===== src/rtl/sds_pkg.sv =====
package sds_pkg;

	localparam int unsigned WORD_BITS  = 32;
	localparam int unsigned FRAC_BITS  = 16;
	localparam int unsigned MAG_W      = WORD_BITS - 1;
	// dividend is pixel_scale with the fraction appended
	localparam int unsigned NUM_BITS   = MAG_W + FRAC_BITS;
	// depth floor is above 2^(FRAC_BITS-4), so the quotient stays below 2^(WORD_BITS+3)
	localparam int unsigned Q_BITS     = WORD_BITS + 3;
	localparam int unsigned SUM_BITS   = 2 * WORD_BITS + 2;
	localparam int unsigned DEPTH_BITS = SUM_BITS - FRAC_BITS + 1;
	localparam int unsigned LO_BITS    = Q_BITS / 2;
	localparam int unsigned HI_BITS    = Q_BITS - LO_BITS;
	localparam int unsigned PROD_BITS  = Q_BITS + MAG_W;
	localparam int unsigned SAT_BIT    = FRAC_BITS + WORD_BITS - 2;
	localparam int unsigned CFG_IDX_BITS = 3;

	localparam logic [DEPTH_BITS-1:0] DEPTH_FLOOR = DEPTH_BITS'((2 ** FRAC_BITS + 5) / 10);

	typedef enum logic [CFG_IDX_BITS-1:0] {
		CFG_ROW_X,
		CFG_ROW_Y,
		CFG_ROW_Z,
		CFG_DEPTH_OFFSET,
		CFG_PIXEL_SCALE
	} cfg_reg_t;

	typedef struct packed {
		logic [NUM_BITS-1:0]   rem;
		logic [Q_BITS-1:0]     quot;
		logic [DEPTH_BITS-1:0] mag;
		logic [MAG_W-1:0]      rad;
	} div_item_t;

endpackage


===== src/rtl/sds_out_if.sv =====
interface sds_out_if;
	logic                      valid;
	logic                      ready;
	logic [sds_pkg::MAG_W-1:0] diameter;
	logic                      saturated;

	modport source (output valid, output diameter, output saturated, input ready);
	modport sink (input valid, input diameter, input saturated, output ready);
endinterface


===== src/rtl/sds_scale.sv =====
module sds_scale (
	input  logic                       clk,
	input  logic                       arst_n,
	input  logic                       up_valid,
	output logic                       up_ready,
	input  logic [sds_pkg::Q_BITS-1:0] quot,
	input  logic [sds_pkg::MAG_W-1:0]  rad,
	sds_out_if.source                  screen
);

	logic v_s1, v_s2, v_s3;
	logic en1, en2, en3;

	logic [sds_pkg::LO_BITS+sds_pkg::MAG_W-1:0] lo_s1;
	logic [sds_pkg::HI_BITS+sds_pkg::MAG_W-1:0] hi_s1;
	logic [sds_pkg::PROD_BITS-1:0]              prod_s2;
	logic [sds_pkg::MAG_W-1:0]                  diam_s3;
	logic                                       sat_s3;
	logic                                       sat_next;

	assign en3 = !v_s3 || screen.ready;
	assign en2 = !v_s2 || en3;
	assign en1 = !v_s1 || en2;
	assign up_ready = en1;

	always_ff @(posedge clk or negedge arst_n) begin
		if (!arst_n) begin
			v_s1 <= 1'b0;
			v_s2 <= 1'b0;
			v_s3 <= 1'b0;
		end else begin
			if (en1) v_s1 <= up_valid;
			if (en2) v_s2 <= v_s1;
			if (en3) v_s3 <= v_s2;
		end
	end

	// anything at or above 2^SAT_BIT would not fit once doubled
	assign sat_next = |prod_s2[sds_pkg::PROD_BITS-1:sds_pkg::SAT_BIT];

	always_ff @(posedge clk) begin
		if (en1 && up_valid) begin
			lo_s1 <= (sds_pkg::LO_BITS + sds_pkg::MAG_W)'(quot[sds_pkg::LO_BITS-1:0])
				* (sds_pkg::LO_BITS + sds_pkg::MAG_W)'(rad);
			hi_s1 <= (sds_pkg::HI_BITS + sds_pkg::MAG_W)'(quot[sds_pkg::Q_BITS-1:sds_pkg::LO_BITS])
				* (sds_pkg::HI_BITS + sds_pkg::MAG_W)'(rad);
		end
		if (en2 && v_s1) begin
			prod_s2 <= (sds_pkg::PROD_BITS'(hi_s1) << sds_pkg::LO_BITS)
				+ sds_pkg::PROD_BITS'(lo_s1);
		end
		if (en3 && v_s2) begin
			sat_s3  <= sat_next;
			diam_s3 <= sat_next ? {sds_pkg::MAG_W{1'b1}}
				: {prod_s2[sds_pkg::SAT_BIT-1:sds_pkg::FRAC_BITS], 1'b0};
		end
	end

	assign screen.valid     = v_s3;
	assign screen.diameter  = diam_s3;
	assign screen.saturated = sat_s3;

	a_sat_max: assert property (@(posedge clk) disable iff (!arst_n)
		v_s3 && sat_s3 |-> &diam_s3)
		else $error("saturated item without full-scale diameter");

	a_even: assert property (@(posedge clk) disable iff (!arst_n)
		v_s3 && !sat_s3 |-> !diam_s3[0])
		else $error("unsaturated diameter is odd");

endmodule


===== src/flat_wrapper.sv =====
// flat-port wrapper written by rule: the top's interface ports become plain ports
module sds_scale_flat 
  (clk, arst_n, up_valid, up_ready, quot, rad, screen_valid, screen_diameter, screen_saturated, screen_ready);
  sds_out_if screen_i ();
  input  logic clk;
  input  logic arst_n;
  input  logic up_valid;
  output logic up_ready;
  input  logic [sds_pkg::Q_BITS-1:0] quot;
  input  logic [sds_pkg::MAG_W-1:0] rad;
  output wire logic [$bits(screen_i.valid)-1:0] screen_valid;
  output wire logic [$bits(screen_i.diameter)-1:0] screen_diameter;
  output wire logic [$bits(screen_i.saturated)-1:0] screen_saturated;
  input wire logic [$bits(screen_i.ready)-1:0] screen_ready;
  assign screen_valid = screen_i.valid;
  assign screen_diameter = screen_i.diameter;
  assign screen_saturated = screen_i.saturated;
  assign screen_i.ready = screen_ready;
  sds_scale u_core (.clk(clk), .arst_n(arst_n), .up_valid(up_valid), .up_ready(up_ready), .quot(quot), .rad(rad), .screen(screen_i));
endmodule

===== config.mk =====
export PLATFORM = sky130hd
export DESIGN_NAME = sds_scale_flat
export DESIGN_NICKNAME = d
export VERILOG_FILES = /design/src/rtl/sds_pkg.sv /design/src/rtl/sds_out_if.sv /design/src/rtl/sds_scale.sv /design/src/flat_wrapper.sv
export SDC_FILE = /design/constraint.sdc
export NUM_CORES = 2
export LEC_CHECK = 0
export BUFFER_PORTS_ARGS = -buffer_cell sky130_fd_sc_hd__buf_2
export CAP_MARGIN = 10
export CORE_MARGIN = 10
export CORE_UTILIZATION = 50
export CTS_CLUSTER_DIAMETER = 80
export DETAILED_ROUTE_END_ITERATION = 7
export PLACE_DENSITY = 0.66
export SYNTH_ARGS = -nofsm -noshare
export SYNTH_HDL_FRONTEND = slang
export SYNTH_SLANG_ARGS = --single-unit
export TNS_END_PERCENT = 20

===== constraint.sdc =====
create_clock -name clk -period 3.68 [get_ports clk]
set_clock_uncertainty 0.1 [all_clocks]
set_input_delay 0.736 -clock clk [delete_from_list [all_inputs] [get_ports clk]]
set_output_delay 0.736 -clock clk [all_outputs]
set_load 0.01 [all_outputs]

; ---- Word-level counts from Yosys, hierarchy flattened
; Index checks and enable logic that the tools add are counted.
; Widths: inputs -> output; s select.
[op_classes]
reduce_logical = 10
n_mul = 2
addsub = 1
muxes = 1
[ops]
columns = op, count
row1 = $add 66x48->66, 1
row2 = $mul 18x31->49, 1
row3 = $mul 17x31->48, 1
row4 = $reduce_or 20->1, 1
row5 = $logic_and 1x1->1, 3
row6 = $logic_not 1->1, 3
row7 = $logic_or 1x1->1, 3
row8 = $mux 1, 1
[word_totals]
elab_cells = 23
ff_bits = 198
out_inout_bits = 34

; ---- Depth between registers and ports, before layout
[logic_depth]
depth_word = 5
ltp_mapped = 25
depth_no_buf = 23

; ---- Worst setup path after synthesis
; No wires, ideal clock.
[synth_timing]
path_kind = input-to-reg
startpoint = input port rad[24] in the netlist's numbering
endpoint = register u_core.hi_s1[46] in the netlist's numbering (data pin)
slack_ps = -2908
required_time_ps = 3311
path_buffers = 2
path_stages = 22
setup_ps = 269
arrival_time_ps = 6219
path_cell_list = clkbuf_1 > clkbuf_1 > nand2_1 > fa_1 > fa_1 > fa_1 > inv_1 > fa_1 > fa_1 > inv_1 > fa_1 > inv_1 > ha_1 > a21o_1 > a21o_1 > a21o_1 > or2_0 > nor4_1 > nor2_1 > a21oi_1 > o31ai_1 > xor2_1
[synth_between]
elab_chain_cells = 1
[synth_rtl]
columns = element, line
row1 = "start, declared", flat_wrapper.sv:10  ; input logic [sds_pkg::MAG_W-1:0] rad;
row2 = $mul 18x31->49, sds_scale.sv:46  ; * (sds_pkg::HI_BITS + sds_pkg::MAG_W)'(rad);
row3 = "end signal, assigned", sds_scale.sv:45  ; hi_s1 <= (sds_pkg::HI_BITS + sds_pkg::MAG_W)'(quot[sds_pkg::Q_BITS-1:sds_pkg::LO_BITS])
row4 = "end, declared", sds_scale.sv:15  ; logic [sds_pkg::HI_BITS+sds_pkg::MAG_W-1:0] hi_s1;
; Every way passes these cells.
; A chain may end at the register's enable or synchronous reset.

; ---- Final worst setup path
[layout_timing]
startpoint = input port rad[12] in the netlist's numbering
endpoint = register u_core.hi_s1[47] in the netlist's numbering (data pin)
; Same word-level chain as after synthesis.

==> impl_metrics.ini <==
[status]
status = complete, but fails checks
violations = negative setup slack

[floorplan]
rows = 105
die_h_microns = 307
die_area_sq_um = 94200
fp.coreArea_sq_um = 81800
pin_count = 104
die_x_microns = 307
start_util_pct = 50.3

[route]
wirelength_mm = 111
drtIter0Drc = 1803
vias_per_cell = 5.20
firstDrtPassIters = 7
drtAntennaViolNets = 0
route.vias.total = 31100
wl_per_cell_microns = 18.6
drc = 0

[grt]
grt_max_degree = 51
grt_usage_pct = 24.4
grt_pass1_vias = 34300
antenna_found_initial = 11
grt_pass1_wl_mm = 183
overflow = 0

[yosys]
synth_seq_cells = 165
yosys.area.top_type = fa_1
synth_fp_nets = 5680
synth_warnings = 0
syn_area_sq_um = 41100
synth_top_area_share_pct = 43.6
post_synth_num_cell_types = 71
ys.flop_type = edfxtp_1
async_flop_share_pct = 1.82
synth_cells = 4439
synth_area_per_cell_sq_um = 9.27
synth_area_leaders = fa_1 (44%), edfxtp_1 (12%), inv_1 (9.4%), ha_1 (8.3%), nand2_1 (6.7%)
synth_edf_count = 162
synth_seq_area_share_pct = 12.0

[sta]
slew_headroom_pct = 46.8
setup_violations = 75
fin_setup_tns_ns = -156.30
final_max_slew_viol_count = 0
finalCriticalPeriod_ns = 6.28
fmax_mhz = 159
min_period_over_period_pct = 171
tightest_slew_ns = 0.796
grt_setup_unrepaired = true
post-route-worst-setup-slack_ns = -2.60
hold_viol_final = 0

[worst_hold_path]
min_from = u_core.lo_s1[16]
min_path_type = register to register

[placed_design]
place_hpwl_mm = 92.7
place_inst = 5900
numPortBuffers = 103
gp_congestion = 0.900
postPlaceCellArea_sq_um = 46700

[setup_path]
endpoint_kind = register
crit_path_max_fanout = 7
crit_top_cell = fa_1
crit_start = rad[12]
cp-start-kind = primary input
path_buf_inv = 8
cp_data_arrival_time_ns = 6.38
cp_data_required_time_ns = 3.78
cpMaxStageDelayCell = fa_1
max_stage_delay_ns = 0.54
critical_path_class = primary input to register
rr_startpoint = u_core.hi_s1[0]
cpLargestDelayFamily = adder cells

[layout]
finalNonFillerCells = 5980
nets = 6136
multiInputGateArea_sq_um = 32800
finish.instance_area_sq_um = 49400
seq_area_sq_um = 4940
drive_gt1_share_pct = 19.9
synthToLayoutAreaGrowth_pct = 20.0
fillers = 6848

[cts]
clk_pin_slew_worst_paths_ns = 0.07
cts_made_buffers = 17
clock_sinks = 165
htreeDepth = 4
cts_buffer_depth = 2
root_buffer = clkbuf_16
cts_tree = yes
worst_skew_pair.late_latency_ns = 0.45

[job]
cap_viol_max_count = 0
## final cells by class
class,instances,area share [%]
diodes,2,0.0101
clock buffers,17,0.861
clock inverters,15,0.441
inverters,1030,7.83
multi-input cells,3001,66.3
flip-flops and latches,165,10.0
well taps,1070,2.71
repair buffers,680,11.8
## cells in the mapped netlist, drive strengths merged (4+ instances only)
| master | n |
|---|---|
| nor2b | 11 |
| nor2 | 43 |
| o22ai | 4 |
| or3 | 34 |
| o21ai | 55 |
| nor3 | 13 |
| and3 | 16 |
| edfxtp | 162 |
| ha | 274 |
| a21o | 71 |
| o31ai | 6 |
| buf | 11 |
| a21oi | 113 |
| fa | 897 |
| xnor2 | 84 |
| a31oi | 12 |
| nand2b | 9 |
| o21bai | 15 |
| and4 | 8 |
| and2 | 429 |
| nand3 | 31 |
| a21boi | 8 |
| nor4 | 7 |
| a41oi | 6 |
| xor2 | 38 |
| inv | 1030 |
| o21a | 9 |
| o211ai | 9 |
| nand4 | 26 |
| clkbuf | 232 |
| nand2 | 732 |
| a211oi | 9 |
## cell families after synthesis
| logic type | count (synthesis) | share of synthesized area, % |
|---|---|---|
| simple gates | 1362 | 16.0 |
| buf+inv | 1273 | 11.7 |
| fa+ha+maj | 1171 | 52.0 |
| compound gates | 346 | 5.77 |
| flops | 165 | 12.0 |
| xor+xnor | 122 | 2.60 |
## flip-flops by register name, summed over array words and instances (netlist names)
name                     flops
u_core.v_s2                  1
u_core.screen.saturated      1
u_core.hi_s1                49
u_core.screen.diameter      30
u_core.lo_s1                32
u_core.screen.valid          1
u_core.prod_s2              50
u_core.v_s1                  1
## layer usage
metal | track usage, % | wire (microns)
met5 | 0 | 96
met3 | 4.17 | 7720
met4 | 6.80 | 3230
met1 | 31.3 | 45600
met2 | 42.2 | 54300
## metrics by stage
| stage | setup slack (ns) | hold slack (ns) | utilization, % |
|---|---|---|---|
| detailed placement | -3.43 | 0.312 | 57.1 |
| finish | -2.60 | 0.330 | 60.3 |
| floorplan | -2.68 | 0.300 | - |
| global placement | -3.40 | 0.309 | 57.1 |
| global route | -2.73 | 0.339 | 60.3 |
| CTS | -2.61 | 0.331 | 59.8 |
## repair_timing
item	in CTS	in global routing
cloned	3	1
hold buffers	1	0
resized for setup	296	91
pin swaps	126	74
setup buffers	43	7
endpoints found under the setup margin	76	76
endpoints found under the hold margin	3	0
## final timing paths
| check | slack, ns | to | depth (start not counted) |
|---|---|---|---|
| min reg2reg | 0.33 | u_core.prod_s2[16] | 0 |
| max | -2.60 | u_core.hi_s1[47] | 25 |
| min | 0.33 | u_core.prod_s2[16] | 0 |
| max in group asynchronous | 2.85 | u_core.v_s2 | 2 |
| max reg2reg | 0.37 | u_core.prod_s2[65] | 13 |
| min in group asynchronous | 0.52 | u_core.screen.valid | 2 |
## cells in the final DEF (no fill, tap or decap), drive strengths merged, types with 16 or more instances in the layout
master	Yosys	routed
a21o	71	71
a21oi	113	113
and2	429	429
and3	16	16
buf	11	675
clkbuf	232	21
edfxtp	162	162
fa	897	897
ha	274	274
inv	1030	1037
nand2	732	732
nand3	31	31
nand4	26	26
nor2	43	43
o21ai	55	55
or3	34	34
xnor2	84	84
xor2	38	38
Power is not shown: default switching activity piles up to over one toggle a cycle in this logic, so the estimate is an artifact.
