[src/rtl/sds_pkg.sv]
package sds_pkg;

	localparam int unsigned WORD_BITS  = 32;
	localparam int unsigned FRAC_BITS  = 16;
	localparam int unsigned MAG_W      = WORD_BITS - 1;
	// dividend is pixel_scale with the fraction appended
	localparam int unsigned NUM_BITS   = MAG_W + FRAC_BITS;
	// depth floor is above 2^(FRAC_BITS-4), so the quotient stays below 2^(WORD_BITS+3)
	localparam int unsigned Q_BITS     = WORD_BITS + 3;
	localparam int unsigned SUM_BITS   = 2 * WORD_BITS + 2;
	localparam int unsigned DEPTH_BITS = SUM_BITS - FRAC_BITS + 1;
	localparam int unsigned LO_BITS    = Q_BITS / 2;
	localparam int unsigned HI_BITS    = Q_BITS - LO_BITS;
	localparam int unsigned PROD_BITS  = Q_BITS + MAG_W;
	localparam int unsigned SAT_BIT    = FRAC_BITS + WORD_BITS - 2;
	localparam int unsigned CFG_IDX_BITS = 3;

	localparam logic [DEPTH_BITS-1:0] DEPTH_FLOOR = DEPTH_BITS'((2 ** FRAC_BITS + 5) / 10);

	typedef enum logic [CFG_IDX_BITS-1:0] {
		CFG_ROW_X,
		CFG_ROW_Y,
		CFG_ROW_Z,
		CFG_DEPTH_OFFSET,
		CFG_PIXEL_SCALE
	} cfg_reg_t;

	typedef struct packed {
		logic [NUM_BITS-1:0]   rem;
		logic [Q_BITS-1:0]     quot;
		logic [DEPTH_BITS-1:0] mag;
		logic [MAG_W-1:0]      rad;
	} div_item_t;

endpackage

[src/rtl/sds_div_cell.sv]
module sds_div_cell (
	input  logic               clk,
	input  logic               arst_n,
	input  logic               num_bit,
	input  logic               up_valid,
	output logic               up_ready,
	input  sds_pkg::div_item_t up,
	output logic               dn_valid,
	input  logic               dn_ready,
	output sds_pkg::div_item_t dn
);

	logic               valid_q;
	logic               en;
	sds_pkg::div_item_t item_q;
	sds_pkg::div_item_t item_next;
	logic [sds_pkg::NUM_BITS-1:0] shifted;
	logic [sds_pkg::NUM_BITS-1:0] diff;
	logic                         ge;

	assign en       = !valid_q || dn_ready;
	assign up_ready = en;

	// one restoring step: bring in the next dividend bit, subtract if it fits
	always_comb begin
		shifted = {up.rem[sds_pkg::NUM_BITS-2:0], num_bit};
		ge      = sds_pkg::DEPTH_BITS'(shifted) >= up.mag;
		diff    = shifted - up.mag[sds_pkg::NUM_BITS-1:0];
		item_next.rem  = ge ? diff : shifted;
		item_next.quot = {up.quot[sds_pkg::Q_BITS-2:0], ge};
		item_next.mag  = up.mag;
		item_next.rad  = up.rad;
	end

	always_ff @(posedge clk or negedge arst_n) begin
		if (!arst_n) begin
			valid_q <= 1'b0;
		end else if (en) begin
			valid_q <= up_valid;
		end
	end

	always_ff @(posedge clk) begin
		if (en && up_valid) begin
			item_q <= item_next;
		end
	end

	assign dn_valid = valid_q;
	assign dn       = item_q;

	a_rem: assert property (@(posedge clk) disable iff (!arst_n)
		valid_q |-> sds_pkg::DEPTH_BITS'(item_q.rem) < item_q.mag)
		else $error("partial remainder not below divisor");

endmodule

[config.mk]
export PLATFORM = sky130hd
export DESIGN_NAME = sds_div_cell
export DESIGN_NICKNAME = d
export VERILOG_FILES = /design/src/rtl/sds_pkg.sv /design/src/rtl/sds_div_cell.sv
export SDC_FILE = /design/constraint.sdc
export NUM_CORES = 1
export LEC_CHECK = 0
export ABC_AREA = 1
export BUFFER_PORTS_ARGS = -buffer_cell sky130_fd_sc_hd__buf_2
export CAP_MARGIN = 20
export CORE_ASPECT_RATIO = 1.2
export CORE_UTILIZATION = 47
export DETAILED_ROUTE_END_ITERATION = 12
export GPL_TIMING_DRIVEN = 0
export PLACE_DENSITY_LB_ADDON = 0.3
export SKIP_LAST_GASP = 1
export SYNTH_ARGS = -nofsm -noshare
export SYNTH_HDL_FRONTEND = slang
export SYNTH_SLANG_ARGS = --single-unit
[constraint.sdc]
create_clock -name clk -period 8.6 [get_ports clk]
set_clock_uncertainty 0.05 [all_clocks]
set_input_delay 1.72 -clock clk [delete_from_list [all_inputs] [get_ports clk]]
set_output_delay 1.72 -clock clk [all_outputs]
set_load 0.005 [all_outputs]
[After elaboration in Yosys (flattened, before gate mapping)]
Index checks and enable logic that the tools add are counted.
Operators by class
  $mul: 0
  reductions and logical operators: 3
  shifts and indexed selects: 0
  $lt $le $gt $ge: 1
  equal/unequal tests: 0
  mux-type cells: 1
  add/subtract/negate cells: 1
  divide/modulo/power cells: 0
  bitwise operators: 0
Operators with widths (count)
  $ge A47 B51 Y1: 1
  $mux W47: 1
  $sub A47 B47 Y47: 1
  $logic_and A1 B1 Y1: 1
  $logic_not A1 Y1: 1
  $logic_or A1 B1 Y1: 1
Storage, ports and cells
  logic and storage cells: 11
  output and inout port bits: 166
  memories kept: 0
  memory bits (writable): 0
  latch bits: 0
  input bits: 169
  register bits: 165
  memory bits (read-only): 0

[Depth between registers and ports, before layout]
Gate-level depths: netlist of run 1.
  depth in word-level cells: 3
  mapped depth: 16
  gate-level depth less buffers: 16

[Worst setup path after synthesis of run 1]
Ideal clock, no wire load.
  path kind: input -> register
  start: in up_valid
  end: reg item_q (netlist bit dn[0]) (enable)
  required time: 7.808 ns
  stages on the path: 2
  library setup time: 0.742 ns
  arrival: 9.644 ns
  path slack: -1.836 ns
  path buffers: 0
  path through: inv_1 -> a21oi_1
Between the ends
  longest elaborated chain between the ends: 1
RTL lines
  start: declaration: RTL line sds_div_cell.sv:5  | input logic up_valid,
  $logic_and A1 B1 Y1: RTL line sds_div_cell.sv:44  | if (en && up_valid) begin
  end signal: assignment: RTL line sds_div_cell.sv:45  | item_q <= item_next;
  end: declaration: RTL line sds_div_cell.sv:15  | sds_pkg::div_item_t item_q;
Every way passes these cells.
A chain may end at the register's enable or synchronous reset.

[Worst setup path in the final report of run 1]
  start: in dn_ready
  end: out up_ready
Between the ends
  longest elaborated chain between the ends: 1
RTL lines
  start: declaration: RTL line sds_div_cell.sv:9  | input logic dn_ready,
  $logic_or A1 B1 Y1: RTL line sds_div_cell.sv:21  | assign en = !valid_q || dn_ready;
  end: declaration: RTL line sds_div_cell.sv:6  | output logic up_ready,
Every way passes these cells.

==> results_dict.tcl, run 1 <==
set metrics [dict create \
    cts_resized 0 \
    switching_share_pct 30.75 \
    synth-main-ff-cell "edfxtp_1" \
    gp_congestion 0.9010 \
    insertion_delay_ns 0.43 \
    setup_ws_ns 4.670 \
    finalMaxSlewViolations 0 \
    die_area_mm2 0.02197 \
    drive_above_1_share_pct 25.05 \
    core_mm2 0.02097 \
    cp_slowest_cell "buf_2" \
    end_kind "output port" \
    cts_setup_buffers 0 \
    synth_cell_types 32 \
    powerDensity_mw_per_mm2 168.2 \
    rsz0062_at_grt "no" \
    ys_seq_area_share_pct 49.25 \
    post-route-period-util_pct 45.69 \
    pin_count 335 \
    drtIter0Drc 510 \
    cts_root_buffer "clkbuf_16" \
    power.switching_uw 660.7 \
    synth_top_area_share_pct 49.00 \
    synth-simple-area-share_pct 29.37 \
    grt_use_total_pct 29.60 \
    critPathBufInv 3 \
    synth_compound_gate_area_share_pct 2.029 \
    synth_seq_cells 165 \
    synth_top_area_cell "edfxtp_1" \
    critPathRequiredTime_ns 6.83 \
    grt-ovfl-total 0 \
    busiest_layer "met2" \
    final_util_pct 60.91 \
    yosys_warnings 0 \
    areaGrowthSynthToFinish_pct 27.12 \
    antenna_found_initial 8 \
    cp.arrival_ns 2.16 \
    syn-instance-count 1264 \
    grt_pass1_wl_mm 47.96 \
    synth_most_common_cell "nand2_1" \
    die_h_um 162.2 \
    via_per_inst 4.900 \
    grt_start_max_net_pins 33 \
    place_ws_ns 4.295 \
    synthAdderAreaFrac_pct 6.051 \
    path_class "in -> out" \
    wl_per_cell_um 16.83 \
    max_freq_ghz 0.2545 \
    cts_buffer_depth 2 \
    first_pass_iters 5 \
    drc 0 \
    setup_viol_count_final 0 \
    start_util_pct 47.92 \
    synth_area_mm2 0.01005 \
    ctsHoldBuffers 0 \
    seqPwrFrac_pct 44.3 \
    placed_cell_area_mm2 0.01217 \
    slew_headroom_pct 43.12 \
    max_slew.worst_pin.slew_ns 0.8512 \
    synthMuxAreaShare_pct 0 \
    wl_mm 32.17 \
    design_area_mm2 0.01277 \
    die_w_um 135.5 \
    synthTopCellsByCount "498 x nand2_1, 256 x inv_1, 164 x edfxtp_1" \
    max_stage_delay_ns 0.15 \
    drtAntennaViolNets 0 \
    htreeDepth 4 \
    p_total_mw 2.149 \
    cts.sinks 165 \
    internal-power_mw 1.488 \
    synthXorXnorAreaFrac_pct 2.179 \
    async_flop_share_pct 0.6061 \
    p_clk_share_pct 35.6 \
    synth_edf_count 164 \
    path_max_fanout 2 \
    clkTransAtPathRegs_ns 0.07 \
    io_buffers 332 \
    grt_pass1_vias 9093 \
    rows 58 \
    post-route-min-period_ns 3.930 \
    yosys-top-cells-area "edfxtp_1 49%, nand2_1 19%, inv_1 9.6%" \
    start_kind "input port" \
    nets 1837 \
    synth_top_family_by_area "simple AND/OR/NAND/NOR gates" \
    peakVddDrop_mv 0.1325 \
    dp_hpwl_mm 26.38 \
    pwr-share-comb_pct 20.1 \
    syn-mean-instance-area_um2 7.951 \
    hold_class "reg -> reg" \
    outcome "completed" \
    use_met1_pct 34.46 \
    vias 9364 \
    cp_top_family "buffers and inverters" \
    globalRouteMet3Util_pct 5.587 \
    crit_path_cell_trace "buf_2 > inv_1 > nand2_1 > buf_2" \
    power_leakage_nw 6.737 \
    path_common_cell "buf_2" \
    grtUsageMet2_pct 51.68 \
    whs_ns 0.5597 \
    maxCapViolCount 0 \
    numCtsBuffers 17 \
    hold_viol_final 0 \
    synth_fp_nets 1481 \
    cts_tree "built" \
]
metrics by stage:
step	TNS [ns]	instances
finish	0	1911
global route	0	1911
CTS	0	1903
detailed placement	0	1871
global placement	-26.85	1866
floorplan	0	1264
state kept, by name, summed over array words and instances (netlist names):
name	count
dn_valid	1
dn	164
final cells by class:
class	instances	area, um^2
multi-input cells	816	3994
inverters	263	987.2
clock inverters	15	161.4
plain buffers	20	130.1
fillers	1934	8198
flip-flops and latches	165	4950
well taps	270	337.8
clock buffers	17	425.4
diodes	8	20.02
repair buffers	337	1769
worst register-to-register path, stage by stage (launching register included):
cell,delay (ns)
dfrtp_1,0.43
a21oi_4,0.71
buf_16,0.25
buf_12,0.22
buf_12,0.24
routing by layer:
layer / vias to the layer above / routed length [um] / share of wire, %
met5: - / 0 / 0
met4: 0 / 1377 / 4.3
met3: 64 / 2090 / 6.5
met2: 340 / 15840 / 49
met1: 4234 / 12870 / 40
li1: 4726 / - / -
power by group through the flow:
stage / clock, mW / sequential, mW / combinational [mW]
2_1_floorplan: 0 / 0.983 / 0.244
3_3_place_gp: 0 / 0.978 / 0.415
3_5_place_dp: 0 / 0.969 / 0.430
4_1_cts: 0.771 / 0.952 / 0.432
5_1_grt: 0.800 / 0.955 / 0.486
6_report: 0.765 / 0.951 / 0.433
cell usage in the layout, fill, tap and decap left out, drive strengths merged:
master,instances
nor3,9
nor2,86
inv,268
nand3b,1
o21ai,1
edfxtp,164
diode,8
and2,2
buf,354
fa,1
xor2,23
a31oi,2
xnor2,2
dfrtp,1
nand2,499
ha,47
nand4,56
clkinv,10
clkbuf,20
o21bai,4
a21oi,29
nand3,51
nor4,2
a21o,1
cell families (layout without fill, tap and decap cells):
family / count (synthesis) / in the layout
adders and majority gates: 48 / 48
xor gates and xnor gates: 25 / 25
AOI/OAI and AO/OA: 37 / 37
and+or+nand+nor: 706 / 706
other: 0 / 8
buffers and inverters: 283 / 652
DFF: 165 / 165
final timing paths:
path	depth (start not counted)	end	from	slack, ns
worst max register to register	4	dn[117]	dn_valid	6.37
min in group asynchronous	1	dn_valid	arst_n	1.00
max in group asynchronous	1	dn_valid	arst_n	7.41
worst min-delay path	2	dn_valid	dn_valid	0.56
worst max-delay path	4	up_ready	dn_ready	4.67
worst min register to register	2	dn_valid	dn_valid	0.56
Note: power is estimated with default switching activity, not from simulation.
==> run 2, diff against run 1 <==
--- a/config.mk
+++ b/config.mk
@@ -5,11 +5,11 @@
 export SDC_FILE = /design/constraint.sdc
 export NUM_CORES = 1
 export LEC_CHECK = 0
-export ABC_AREA = 1
+export ABC_AREA = 0
 export BUFFER_PORTS_ARGS = -buffer_cell sky130_fd_sc_hd__buf_2
 export CAP_MARGIN = 20
 export CORE_ASPECT_RATIO = 1.2
-export CORE_UTILIZATION = 47
+export CORE_UTILIZATION = 50
 export DETAILED_ROUTE_END_ITERATION = 12
 export GPL_TIMING_DRIVEN = 0
 export PLACE_DENSITY_LB_ADDON = 0.3
==> constraint.sdc (replaced) <==
create_clock -name clk -period 3.65 [get_ports clk]
set_clock_uncertainty 0.05 [all_clocks]
set_input_delay 0.73 -clock clk [delete_from_list [all_inputs] [get_ports clk]]
set_output_delay 0.73 -clock clk [all_outputs]
set_load 0.005 [all_outputs]
==> run 2 against run 1 <==
Sequential power rose by 140%; global-route usage down 4.4 points; core utilization rose by 6.2 points; synthesized cell count decreased by 46%; register-to-register slack worse by 5.0 ns; critical path type is now in -> reg.
==> results_dict.tcl, run 2 <==
set metrics [dict create \
    pwr-share-comb_pct 18.1 \
    tns_ns 0 \
    syn-mean-instance-area_um2 12.73 \
    syn-instance-count 681 \
    drtIter0Drc 338 \
    synth_edf_count 164 \
    path_max_fanout 10 \
    cp_top_family "compound AO/OA/AOI/OAI gates" \
    synthAdderAreaFrac_pct 7.015 \
    die_area_mm2 0.01787 \
    setup_viol_count_final 0 \
    start_kind "input port" \
    hold_class "in -> reg" \
    synth_top_family_by_area "compound AO/OA/AOI/OAI gates" \
    synth_top_area_cell "edfxtp_1" \
    critPathRequiredTime_ns 3.77 \
    mostFrequentLayoutCells "332 x buf_2, 164 x edfxtp_1, 57 x inv_1" \
    synth_compound_gate_area_share_pct 12.76 \
    power.switching_mw 1.329 \
    powerDensity_mw_per_mm2 444.9 \
    die_w_um 122.2 \
    instances_no_fill 1271 \
    drive_above_1_share_pct 41.40 \
    max_stage_delay_ns 0.36 \
    max_freq_ghz 0.2819 \
    whs_ns 0.4263 \
    largest_reg_flops 164 \
    dp_hpwl_mm 17.83 \
    grt-ovfl-total 0 \
    path_class "in -> reg" \
    wl_mm 22.70 \
    drc 0 \
    grt_pass1_wl_mm 33.88 \
    post-route-min-period_ns 3.547 \
    max_slew.worst_pin.slew_ns 0.8286 \
    rows 52 \
    seqCellArea_mm2 0.004950 \
    cp_slowest_cell "ha_1" \
    numCtsBuffers 17 \
    synth-simple-area-share_pct 7.607 \
    pin_count 335 \
    core_mm2 0.01692 \
    switching_share_pct 26.31 \
    synthMuxAreaShare_pct 7.434 \
    yosys_warnings 0 \
    dp_cells 1231 \
    cts_tree "built" \
    critPathBufInv 4 \
    vias 6870 \
    finalMaxSlewViolations 0 \
    final_util_pct 67.14 \
    grt_start_max_net_pins 64 \
    internal-power_mw 3.724 \
    areaGrowthSynthToFinish_pct 31.02 \
    drtAntennaViolNets 0 \
    post-route-period-util_pct 97.19 \
    synth_fp_nets 898 \
    end_kind "flop" \
    synth_area_mm2 0.008668 \
    async_flop_share_pct 0.6061 \
    cts_root_buffer "clkbuf_16" \
    multi_input_area_mm2 0.003446 \
    crit_path_cell_trace "buf_2 > inv_1 > ha_1 > nand2_1 > a211oi_2 > o32a_4 > a2111o_1 > a21o_1 > o21ai_4 > o31a_4 > o21a_4 > inv_4 > buf_6 > mux2_4" \
    antenna_found_initial 12 \
    rsz0062_at_grt "yes" \
    wl_per_cell_um 17.86 \
    first_pass_iters 4 \
    synth_most_common_cell "edfxtp_1" \
    peakVddDrop_mv 0.2963 \
    htreeDepth 4 \
    start_util_pct 51.24 \
    cts.sinks 165 \
    seqPwrFrac_pct 44.3 \
    grt_use_total_pct 25.18 \
    p_total_mw 5.053 \
    synth_top_area_share_pct 56.81 \
    hold_viol_final 0 \
    synth-main-ff-cell "edfxtp_1" \
    gp_congestion 0.8496 \
    via_per_inst 5.405 \
    outcome "completed" \
    clkTransAtPathRegs_ns 0.07 \
    yosys-top-cells-area "edfxtp_1 57%, ha_1 6.8%, mux2_4 6.4%" \
    synthXorXnorAreaFrac_pct 4.244 \
    die_h_um 146.2 \
    ys_seq_area_share_pct 57.10 \
    cp.arrival_ns 3.67 \
    synth_cell_types 58 \
    io_buffers 332 \
    insertion_delay_ns 0.42 \
    p_clk_share_pct 37.6 \
    maxCapViolCount 0 \
    nFillCells 1318 \
    cts_buffer_depth 2 \
    synthTopCellsByCount "164 x edfxtp_1, 57 x inv_1, 52 x a21oi_1" \
    slew_headroom_pct 44.76 \
    grt_pass1_vias 6871 \
    power_leakage_nw 5.124 \
    nets 1250 \
    final_common_cell "buf_2" \
    synth_seq_cells 165 \
]
-- run 2: layout make-up --
cell class              instances  share of cell area (%)
diodes                          9                  0.1983
flip-flops and latches        165                   43.58
clock inverters                14                   1.686
clock buffers                  18                   3.779
well taps                     216                   2.380
multi-input cells             436                   30.34
plain buffers                  19                  0.8924
inverters                      58                   1.939
repair buffers                336                   15.20
-- run 2: power by group through the flow --
stage               Sequential, mW  Clock (mW)  Combinational, mW
finish                        2.24        1.90              0.914
global placement              2.29           0              0.859
CTS                           2.24        1.93              0.901
detailed placement            2.28           0              0.889
floorplan                     2.30           0              0.530
global route                  2.25        1.98               1.01
-- run 2: path summary, 6_finish.rpt --
kind / from / end / slack (ns) / depth (start not counted)
worst max-delay path: up[35] / dn[146] / 0.10 / 14
worst min-delay path: up[7] / dn[7] / 0.43 / 1
worst max register to register: dn_valid / dn[161] / 1.39 / 4
worst min register to register: dn_valid / dn_valid / 0.51 / 2
max in group asynchronous: arst_n / dn_valid / 2.90 / 2
min in group asynchronous: arst_n / dn_valid / 0.56 / 2
-- run 2: per-stage QoR --
step | area, um^2 | setup slack, ns
floorplan | 8670 | 0.01134
global placement | 10600 | -0.6849
detailed placement | 10650 | -0.6993
CTS | 11300 | 0.002153
global route | 11350 | -0.007789
finish | 11360 | 0.1026
-- run 2: repair_timing --
action	in CTS	in global routing
cloned	0	0
buffers inserted	0	1
pin swaps	1	2
endpoints found under the setup margin	38	44
gates resized for setup	4	7
hold buffers	1	0
hold endpoints to repair	1	0
-- run 2: per-layer routing --
layer	up-vias	part of all wire (%)	GRT usage, %
met5	-	0.18	0
met4	6	2.7	11.28
met3	53	9.8	9.844
met2	289	51	43.93
met1	3243	36	26.37
li1	3279	-	-
-- run 2: cell families (layout without fill, tap and decap cells) --
logic type      Yosys count  count (layout)
buf+inv                  80             445
flops                   165             165
fa+ha+maj                48              48
simple gates            134             134
mux                      45              45
other cells               0               9
compound gates          167             167
xor+xnor                 42              42
